**config.mk**
```make
export PLATFORM = sky130hd
export DESIGN_NAME = scalar_kalman_angle_filter_core
export DESIGN_NICKNAME = d
export VERILOG_FILES = /design/src/sv/skaf_pkg.sv /design/src/sv/skaf_mul.sv /design/src/sv/skaf_div.sv /design/src/sv/scalar_kalman_angle_filter_core.sv
export SDC_FILE = /design/constraint.sdc
export NUM_CORES = 2
export LEC_CHECK = 0
export BUFFER_PORTS_ARGS = -buffer_cell sky130_fd_sc_hd__buf_2
export CORE_ASPECT_RATIO = 0.6
export CORE_MARGIN = 10
export CORE_UTILIZATION = 30
export CTS_CLUSTER_SIZE = 8
export DETAILED_ROUTE_END_ITERATION = 12
export RECOVER_POWER = 25
export SYNTH_ARGS = -nofsm -noshare
export SYNTH_HDL_FRONTEND = slang
export SYNTH_HIERARCHICAL = 1
export SYNTH_SLANG_ARGS = --single-unit
```
**constraint.sdc**
```tcl
create_clock -name clk -period 12.3 [get_ports clk]
set_input_delay 2.46 -clock clk [delete_from_list [all_inputs] [get_ports clk]]
set_output_delay 2.46 -clock clk [all_outputs]
set_load 0.01 [all_outputs]
```
**src/sv/skaf_pkg.sv**
```systemverilog
// Shared types and constants for the scalar Kalman angle filter core.
// Used by skaf_mul, skaf_div and scalar_kalman_angle_filter_core.
package skaf_pkg;

	localparam int ANGLE_W = 32;
	localparam int VAR_W   = 32;
	localparam int GAIN_W  = 16;
	localparam int SP_W    = 16;
	localparam int NOISE_W = 24;
	localparam int CFG_W   = 24;
	localparam int CFG_A_W = 2;

	localparam int MUL_A_W = 34;
	localparam int MUL_B_W = 18;
	localparam int MUL_P_W = MUL_A_W + MUL_B_W;

	localparam logic [CFG_A_W-1:0] REG_SAMPLE_PERIOD = 2'd0;
	localparam logic [CFG_A_W-1:0] REG_PROCESS_NOISE = 2'd1;
	localparam logic [CFG_A_W-1:0] REG_MEAS_VARIANCE = 2'd2;

	localparam logic [SP_W-1:0]    SP_RESET    = 16'd262;
	localparam logic [NOISE_W-1:0] NOISE_RESET = 24'd65536;
	localparam logic [NOISE_W-1:0] MV_RESET    = 24'd589824;

	typedef struct packed {
		logic             start;
		logic [VAR_W-1:0] num;
		logic [VAR_W:0]   den;
	} div_req_t;

	typedef struct packed {
		logic              done;
		logic [GAIN_W-1:0] gain;
	} div_rsp_t;

endpackage

```
**src/sv/skaf_mul.sv**
```systemverilog
// Shared signed multiplier with registered product.
// Depends on skaf_pkg for operand widths.
module skaf_mul (
	input  logic                                  clk,
	input  logic signed [skaf_pkg::MUL_A_W-1:0]   a,
	input  logic signed [skaf_pkg::MUL_B_W-1:0]   b,
	output logic signed [skaf_pkg::MUL_P_W-1:0]   prod_q
);

	always_ff @(posedge clk) begin
		prod_q <= a * b;
	end

endmodule

```
**src/sv/skaf_div.sv**
```systemverilog
// Restoring bit-serial divider for the gain: floor(num * 2^16 / den), clipped to 16 bits.
// Depends on skaf_pkg for the request/response structs.
module skaf_div (
	input  logic               clk,
	input  logic               arst_n,
	input  skaf_pkg::div_req_t req,
	output skaf_pkg::div_rsp_t rsp
);

	localparam int QW   = skaf_pkg::GAIN_W + 1;
	localparam int RW   = skaf_pkg::VAR_W + 2;
	localparam int CW   = $clog2(QW + 1);

	logic [RW-1:0]                rem_q;
	logic [skaf_pkg::VAR_W:0]     den_q;
	logic [QW-1:0]                quo_q;
	logic [CW-1:0]                cnt_q;
	logic                         busy_q;
	logic                         zero_q;
	logic                         done_q;
	logic                         ge;
	logic [RW-1:0]                diff;
	logic [RW-1:0]                rem_nx;

	assign ge     = rem_q >= {1'b0, den_q};
	assign diff   = rem_q - {1'b0, den_q};
	assign rem_nx = ge ? {diff[RW-2:0], 1'b0} : {rem_q[RW-2:0], 1'b0};

	always_ff @(posedge clk or negedge arst_n) begin
		if (!arst_n) begin
			busy_q <= 1'b0;
			done_q <= 1'b0;
			cnt_q  <= '0;
		end else begin
			done_q <= 1'b0;
			if (req.start) begin
				busy_q <= 1'b1;
				cnt_q  <= CW'(QW);
			end else if (busy_q) begin
				cnt_q <= cnt_q - 1'b1;
				if (cnt_q == CW'(1)) begin
					busy_q <= 1'b0;
					done_q <= 1'b1;
				end
			end
		end
	end

	always_ff @(posedge clk) begin
		if (req.start) begin
			rem_q  <= {2'b00, req.num};
			den_q  <= req.den;
			zero_q <= (req.den == '0);
			quo_q  <= '0;
		end else if (busy_q) begin
			rem_q <= rem_nx;
			quo_q <= {quo_q[QW-2:0], ge};
		end
	end

	always_comb begin
		rsp.done = done_q;
		if (zero_q)
			rsp.gain = '0;
		else if (quo_q[QW-1])
			rsp.gain = '1;
		else
			rsp.gain = quo_q[QW-2:0];
	end

endmodule

```
**src/sv/scalar_kalman_angle_filter_core.sv**
```systemverilog
// One-dimensional Kalman filter for an angle, Q16.16 fixed point. Each input word
// (measured angle, angular rate) yields one output word (filtered angle, variance).
// The core takes one word at a time: its work goes to three passes through one shared
// 34x18 multiplier, a 17-step bit-serial gain divider and the sequencer steps around
// them. s_tready is low from an accepted input word until the sequencer is back in idle.
// A held output word stalls the sequencer in its last step.
// Configuration writes are taken any time and should be made while the block is idle.
module scalar_kalman_angle_filter_core (
	input  logic        clk,
	input  logic        arst_n,
	input  logic        s_tvalid,
	output logic        s_tready,
	input  logic [63:0] s_tdata,   // [31:0] measured_angle, [63:32] angular_rate
	output logic        m_tvalid,
	input  logic        m_tready,
	output logic [63:0] m_tdata,   // [31:0] filtered_angle, [63:32] error_variance
	input  logic        cfg_we,
	input  logic [1:0]  cfg_addr,
	input  logic [23:0] cfg_wdata
);

	localparam int AW = skaf_pkg::ANGLE_W;
	localparam int VW = skaf_pkg::VAR_W;
	localparam int PW = skaf_pkg::MUL_P_W;
	localparam int SW = PW - 15;
	localparam int TW = SW + 1;

	localparam logic [3:0] ST_IDLE  = 4'd0;
	localparam logic [3:0] ST_MULD  = 4'd1;
	localparam logic [3:0] ST_PRED  = 4'd2;
	localparam logic [3:0] ST_DIVGO = 4'd3;
	localparam logic [3:0] ST_DIVW  = 4'd4;
	localparam logic [3:0] ST_MULI  = 4'd5;
	localparam logic [3:0] ST_CORR  = 4'd6;
	localparam logic [3:0] ST_MULP  = 4'd7;
	localparam logic [3:0] ST_PUPD  = 4'd8;
	localparam logic [3:0] ST_OUT   = 4'd9;

	logic [3:0]                     state_q;
	logic [skaf_pkg::SP_W-1:0]      sp_q;
	logic [skaf_pkg::NOISE_W-1:0]   noise_q;
	logic [skaf_pkg::NOISE_W-1:0]   mv_q;
	logic signed [AW-1:0]           angle_q;
	logic [VW-1:0]                  var_q;
	logic signed [AW-1:0]           meas_q;
	logic signed [AW-1:0]           rate_q;
	logic [skaf_pkg::GAIN_W-1:0]    gain_q;
	logic                           m_tvalid_q;
	logic [63:0]                    m_tdata_q;

	logic signed [skaf_pkg::MUL_A_W-1:0] mul_a;
	logic signed [skaf_pkg::MUL_B_W-1:0] mul_b;
	logic signed [PW-1:0]                prod_q;
	skaf_pkg::div_req_t                  div_req;
	skaf_pkg::div_rsp_t                  div_rsp;

	logic signed [PW:0]   rnd;
	logic signed [SW-1:0] step;
	logic signed [TW-1:0] ang_sum;
	logic signed [AW-1:0] ang_sat;
	logic [VW:0]          var_sum;
	logic [VW-1:0]        var_pred;

	function automatic logic signed [AW-1:0] sat_angle(input logic signed [TW-1:0] x);
		logic signed [TW-1:0] hi;
		logic signed [TW-1:0] lo;
		begin
			hi = TW'({1'b0, {(AW-1){1'b1}}});
			lo = -hi - TW'(1);
			if (x > hi)
				sat_angle = {1'b0, {(AW-1){1'b1}}};
			else if (x < lo)
				sat_angle = {1'b1, {(AW-1){1'b0}}};
			else
				sat_angle = x[AW-1:0];
		end
	endfunction

	skaf_mul u_mul (
		.clk    (clk),
		.a      (mul_a),
		.b      (mul_b),
		.prod_q (prod_q)
	);

	skaf_div u_div (
		.clk    (clk),
		.arst_n (arst_n),
		.req    (div_req),
		.rsp    (div_rsp)
	);

	always_comb begin
		case (state_q)
			ST_MULD: begin
				mul_a = skaf_pkg::MUL_A_W'(rate_q);
				mul_b = {2'b00, sp_q};
			end
			ST_MULI: begin
				mul_a = skaf_pkg::MUL_A_W'(meas_q) - skaf_pkg::MUL_A_W'(angle_q);
				mul_b = {2'b00, gain_q};
			end
			ST_MULP: begin
				mul_a = {2'b00, var_q};
				mul_b = skaf_pkg::MUL_B_W'(18'd65536 - {2'b00, gain_q});
			end
			default: begin
				mul_a = '0;
				mul_b = '0;
			end
		endcase
	end

	assign rnd      = {prod_q[PW-1], prod_q} + (PW+1)'(32768);
	assign step     = rnd[PW:16];
	assign ang_sum  = TW'(angle_q) + TW'(step);
	assign ang_sat  = sat_angle(ang_sum);
	assign var_sum  = {1'b0, var_q} + (VW+1)'(noise_q);
	assign var_pred = var_sum[VW] ? '1 : var_sum[VW-1:0];

	assign div_req.start = (state_q == ST_DIVGO);
	assign div_req.num   = var_q;
	assign div_req.den   = {1'b0, var_q} + (VW+1)'(mv_q);

	assign s_tready = (state_q == ST_IDLE);
	assign m_tvalid = m_tvalid_q;
	assign m_tdata  = m_tdata_q;

	always_ff @(posedge clk or negedge arst_n) begin
		if (!arst_n) begin
			sp_q    <= skaf_pkg::SP_RESET;
			noise_q <= skaf_pkg::NOISE_RESET;
			mv_q    <= skaf_pkg::MV_RESET;
		end else if (cfg_we) begin
			case (cfg_addr)
				skaf_pkg::REG_SAMPLE_PERIOD: sp_q    <= cfg_wdata[skaf_pkg::SP_W-1:0];
				skaf_pkg::REG_PROCESS_NOISE: noise_q <= cfg_wdata;
				skaf_pkg::REG_MEAS_VARIANCE: mv_q    <= cfg_wdata;
				default: ;
			endcase
		end
	end

	always_ff @(posedge clk or negedge arst_n) begin
		if (!arst_n) begin
			state_q    <= ST_IDLE;
			angle_q    <= '0;
			var_q      <= '0;
			m_tvalid_q <= 1'b0;
		end else begin
			if (state_q == ST_OUT && (!m_tvalid_q || m_tready))
				m_tvalid_q <= 1'b1;
			else if (m_tready)
				m_tvalid_q <= 1'b0;
			case (state_q)
				ST_IDLE:  if (s_tvalid) state_q <= ST_MULD;
				ST_MULD:  state_q <= ST_PRED;
				ST_PRED: begin
					angle_q <= ang_sat;
					var_q   <= var_pred;
					state_q <= ST_DIVGO;
				end
				ST_DIVGO: state_q <= ST_DIVW;
				ST_DIVW:  if (div_rsp.done) state_q <= ST_MULI;
				ST_MULI:  state_q <= ST_CORR;
				ST_CORR: begin
					angle_q <= ang_sat;
					state_q <= ST_MULP;
				end
				ST_MULP:  state_q <= ST_PUPD;
				ST_PUPD: begin
					var_q   <= rnd[VW+15:16];
					state_q <= ST_OUT;
				end
				ST_OUT:   if (!m_tvalid_q || m_tready) state_q <= ST_IDLE;
				default:  state_q <= ST_IDLE;
			endcase
		end
	end

	always_ff @(posedge clk) begin
		if (s_tvalid && s_tready) begin
			meas_q <= s_tdata[31:0];
			rate_q <= s_tdata[63:32];
		end
		if (state_q == ST_DIVW && div_rsp.done)
			gain_q <= div_rsp.gain;
		if (state_q == ST_OUT && (!m_tvalid_q || m_tready))
			m_tdata_q <= {var_q, angle_q};
	end

endmodule

```
==> results.sh <==
export IMPL_ctsRootBufferMaster="clkbuf_16"
export IMPL_critPathKind="register to register"
export IMPL_endpoint_kind="register"
export IMPL_r2r_end="u_mul/prod_q[50]"
export IMPL_fmax_mhz=92.2
export IMPL_setup_viol=0
export IMPL_synth_area_um2=45500
export IMPL_drc=0
export IMPL_numCtsBuffers=58
export IMPL_grt_pass1_vias=34600
export IMPL_floorplan_initialDensity_pct=30.3
export IMPL_timing_final_ws_setup_ps=1460
export IMPL_cp_max_fo=36
export IMPL_wirelength_mm=148
export IMPL_cp_data_required_time_ps=12850
export IMPL_htree_levels=2
export IMPL_place_congestion=0.966
export IMPL_drt_iter0_drc=3874
export IMPL_fp_row_count=110
export IMPL_holdCritPathClass="register to register"
export IMPL_ys_warn_count=6
export IMPL_cts_sink_count=406
export IMPL_slew_violations=49
export IMPL_drive_gt1_share_pct=9.61
export IMPL_violations="capacitance limit, slew limit"
export IMPL_portBuffers=160
export IMPL_n_fill_cell=15400
export IMPL_fp_dieW_um=523
export IMPL_rsz0062_at_grt="no"
export IMPL_crit_arrival_ps=11400
export IMPL_hold_depth=2
export IMPL_grt_pass1_wl_mm=224
export IMPL_relSlewSlack_pct=-88.0
export IMPL_cts_tree="yes"
export IMPL_cp_start_kind="register"
export IMPL_finalNetCount=5837
export IMPL_ir_drop_uv=171
export IMPL_wl_per_cell_um=21.4
export IMPL_post_cts_setup_buffers=0
export IMPL_worstMarginPinSlew_ps=2820
export IMPL_critical_path_max_stage_delay_ps=1150
export IMPL_cp_slowest_cell="nor4_1"
export IMPL_drt_first_pass_iters=9
export IMPL_grt_max_degree=75
export IMPL_cts_resized=0
export IMPL_p_leak_nw=22.5
export IMPL_hold_viol=0
export IMPL_reg2reg_depth=35
export IMPL_dpl_worst_slack_ps=1680
export IMPL_hold_end="u_div/quo_q[10]"
export IMPL_clk_pin_slew_ps=90
export IMPL_powerDensity_nw_per_um2=278
export IMPL_outcome="complete, but fails checks"
export IMPL_r2r_start="meas_q[0]"
export IMPL_fin_crit_ps=10840
export IMPL_io_pins=161
export IMPL_vias_per_cell=5.11
export IMPL_die_area_um2=168000
export IMPL_vias=35500
export IMPL_clock_latency_ps=700
export IMPL_syn_area_per_cell_um2=9.52
export IMPL_min_from="u_div/quo_q[9]"
export IMPL_die_h_um=322
export IMPL_area_growth_pct=10.7
export IMPL_dp_hpwl_mm=116
export IMPL_crit_top_cell="fa_1"
export IMPL_ctsHoldBuffers=0
export IMPL_finalCritPeriodShare_pct=88.2
export IMPL_grt_usage_pct=17.3
export IMPL_clockBufferDepth=3
export IMPL_syn_instance_count=4784
export IMPL_fin_setup_tns_ps=0
export IMPL_fin_skew_ps=46.0
export IMPL_grt_antenna_before_repair=15
export IMPL_coreArea_um2=150000
export IMPL_postRouteAntennaNets=0
export IMPL_r2r_slack_ps=1460
export IMPL_cap_violations=1
export IMPL_overflow=0
final cells by class:
| class | count | area [um2] | area share [%] |
|---|---|---|---|
| well taps | 2016 | 2520 | 5.00 |
| diodes | 3 | 7.51 | 0.0149 |
| flip-flops and latches | 406 | 10900 | 21.7 |
| inverters | 772 | 2900 | 5.75 |
| clock buffers | 104 | 1650 | 3.26 |
| repair buffers | 231 | 1290 | 2.56 |
| multi-input cells | 3402 | 31100 | 61.6 |
| clock inverters | 5 | 70.1 | 0.139 |
layer usage:
| layer | part of all wire, % | GRT usage [%] | wire length [um] | vias to the layer above |
|---|---|---|---|---|
| met5 | 0.0047 | 0 | 7 | - |
| met4 | 1.4 | 2.42 | 2030 | 2 |
| met3 | 11 | 5.26 | 17000 | 166 |
| met2 | 39 | 23.3 | 57300 | 1546 |
| met1 | 49 | 27.1 | 71900 | 17900 |
| li1 | - | - | - | 15900 |
per-stage QoR:
stage	utilization, %	power (mW)	instance area, um2	hold WS, ps	instances
2_1_floorplan	-	9.37	45600	445	4790
3_3_place_gp	32.4	12.0	48700	487	6827
3_5_place_dp	32.4	12.2	48700	496	6827
4_1_cts	33.5	13.8	50500	508	6936
5_1_grt	33.5	15.1	50400	522	6936
6_report	33.5	14.0	50400	497	6939
critical path: cells and delay by family, from the launching register on:
family	cells	cell delay, ps
xor+xnor	1	160
compound gates	12	2820
buf+inv	6	1030
flops	1	390
simple gates	7	2080
fa+ha+maj	9	4200
how the worst max path moves through the flow:
stage | slack [ps] | to | startpoint | cells after the start
after CTS | 1600 | u_mul/prod_q[50] | meas_q[0] | 35
after global placement | 1600 | u_mul/prod_q[50] | angle_q[0] | 34
final | 1460 | u_mul/prod_q[50] | meas_q[0] | 35
after detailed placement | 1680 | u_mul/prod_q[50] | angle_q[0] | 34
after floorplan | 3670 | u_mul/prod_q[49] | angle_q[0] | 36
after global routing | 920 | u_mul/prod_q[50] | angle_q[0] | 34
state kept, by name, indices dropped and copies added, names as in the netlist, 17 cells and up:
name,flops
angle_q,32
m_tdata,64
meas_q,32
mv_q,24
noise_q,24
rate_q,32
u_div/den_q,33
u_div/quo_q,17
u_div/rem_q,34
u_mul/prod_q,37
var_q,32
placed cells by master, fill, tap and decap left out, types with 18 or more instances in the layout:
cell type,count
nand2b_1,33
nand2_1,519
nand3_1,58
a21oi_1,168
and3_1,30
or3_1,19
a22oi_1,29
inv_1,772
nor2b_1,24
clkbuf_1,77
mux2_2,67
buf_4,70
dfrtp_1,134
o21ai_0,128
dfxtp_1,56
xnor2_1,137
a31oi_1,18
o22ai_2,30
nor3b_1,18
ha_1,281
clkbuf_16,59
nand3b_1,20
xor2_1,85
nand4_1,35
o21bai_1,23
buf_2,129
fa_1,590
o21a_1,23
o21ai_1,28
nor3_1,44
and2_1,269
o21ai_2,29
a21o_1,97
o22ai_1,30
mux2i_1,21
nor2_1,251
edfxtp_1,210
where the power goes:
part	leakage, nW	switching, mW	total (mW)	internal, mW
Sequential	4.01	0.435	2.43	1.99
Combinational	17.7	6.30	10.0	3.69
Clock	0.815	0.681	1.58	0.900
(Power assumes the default switching activity.)
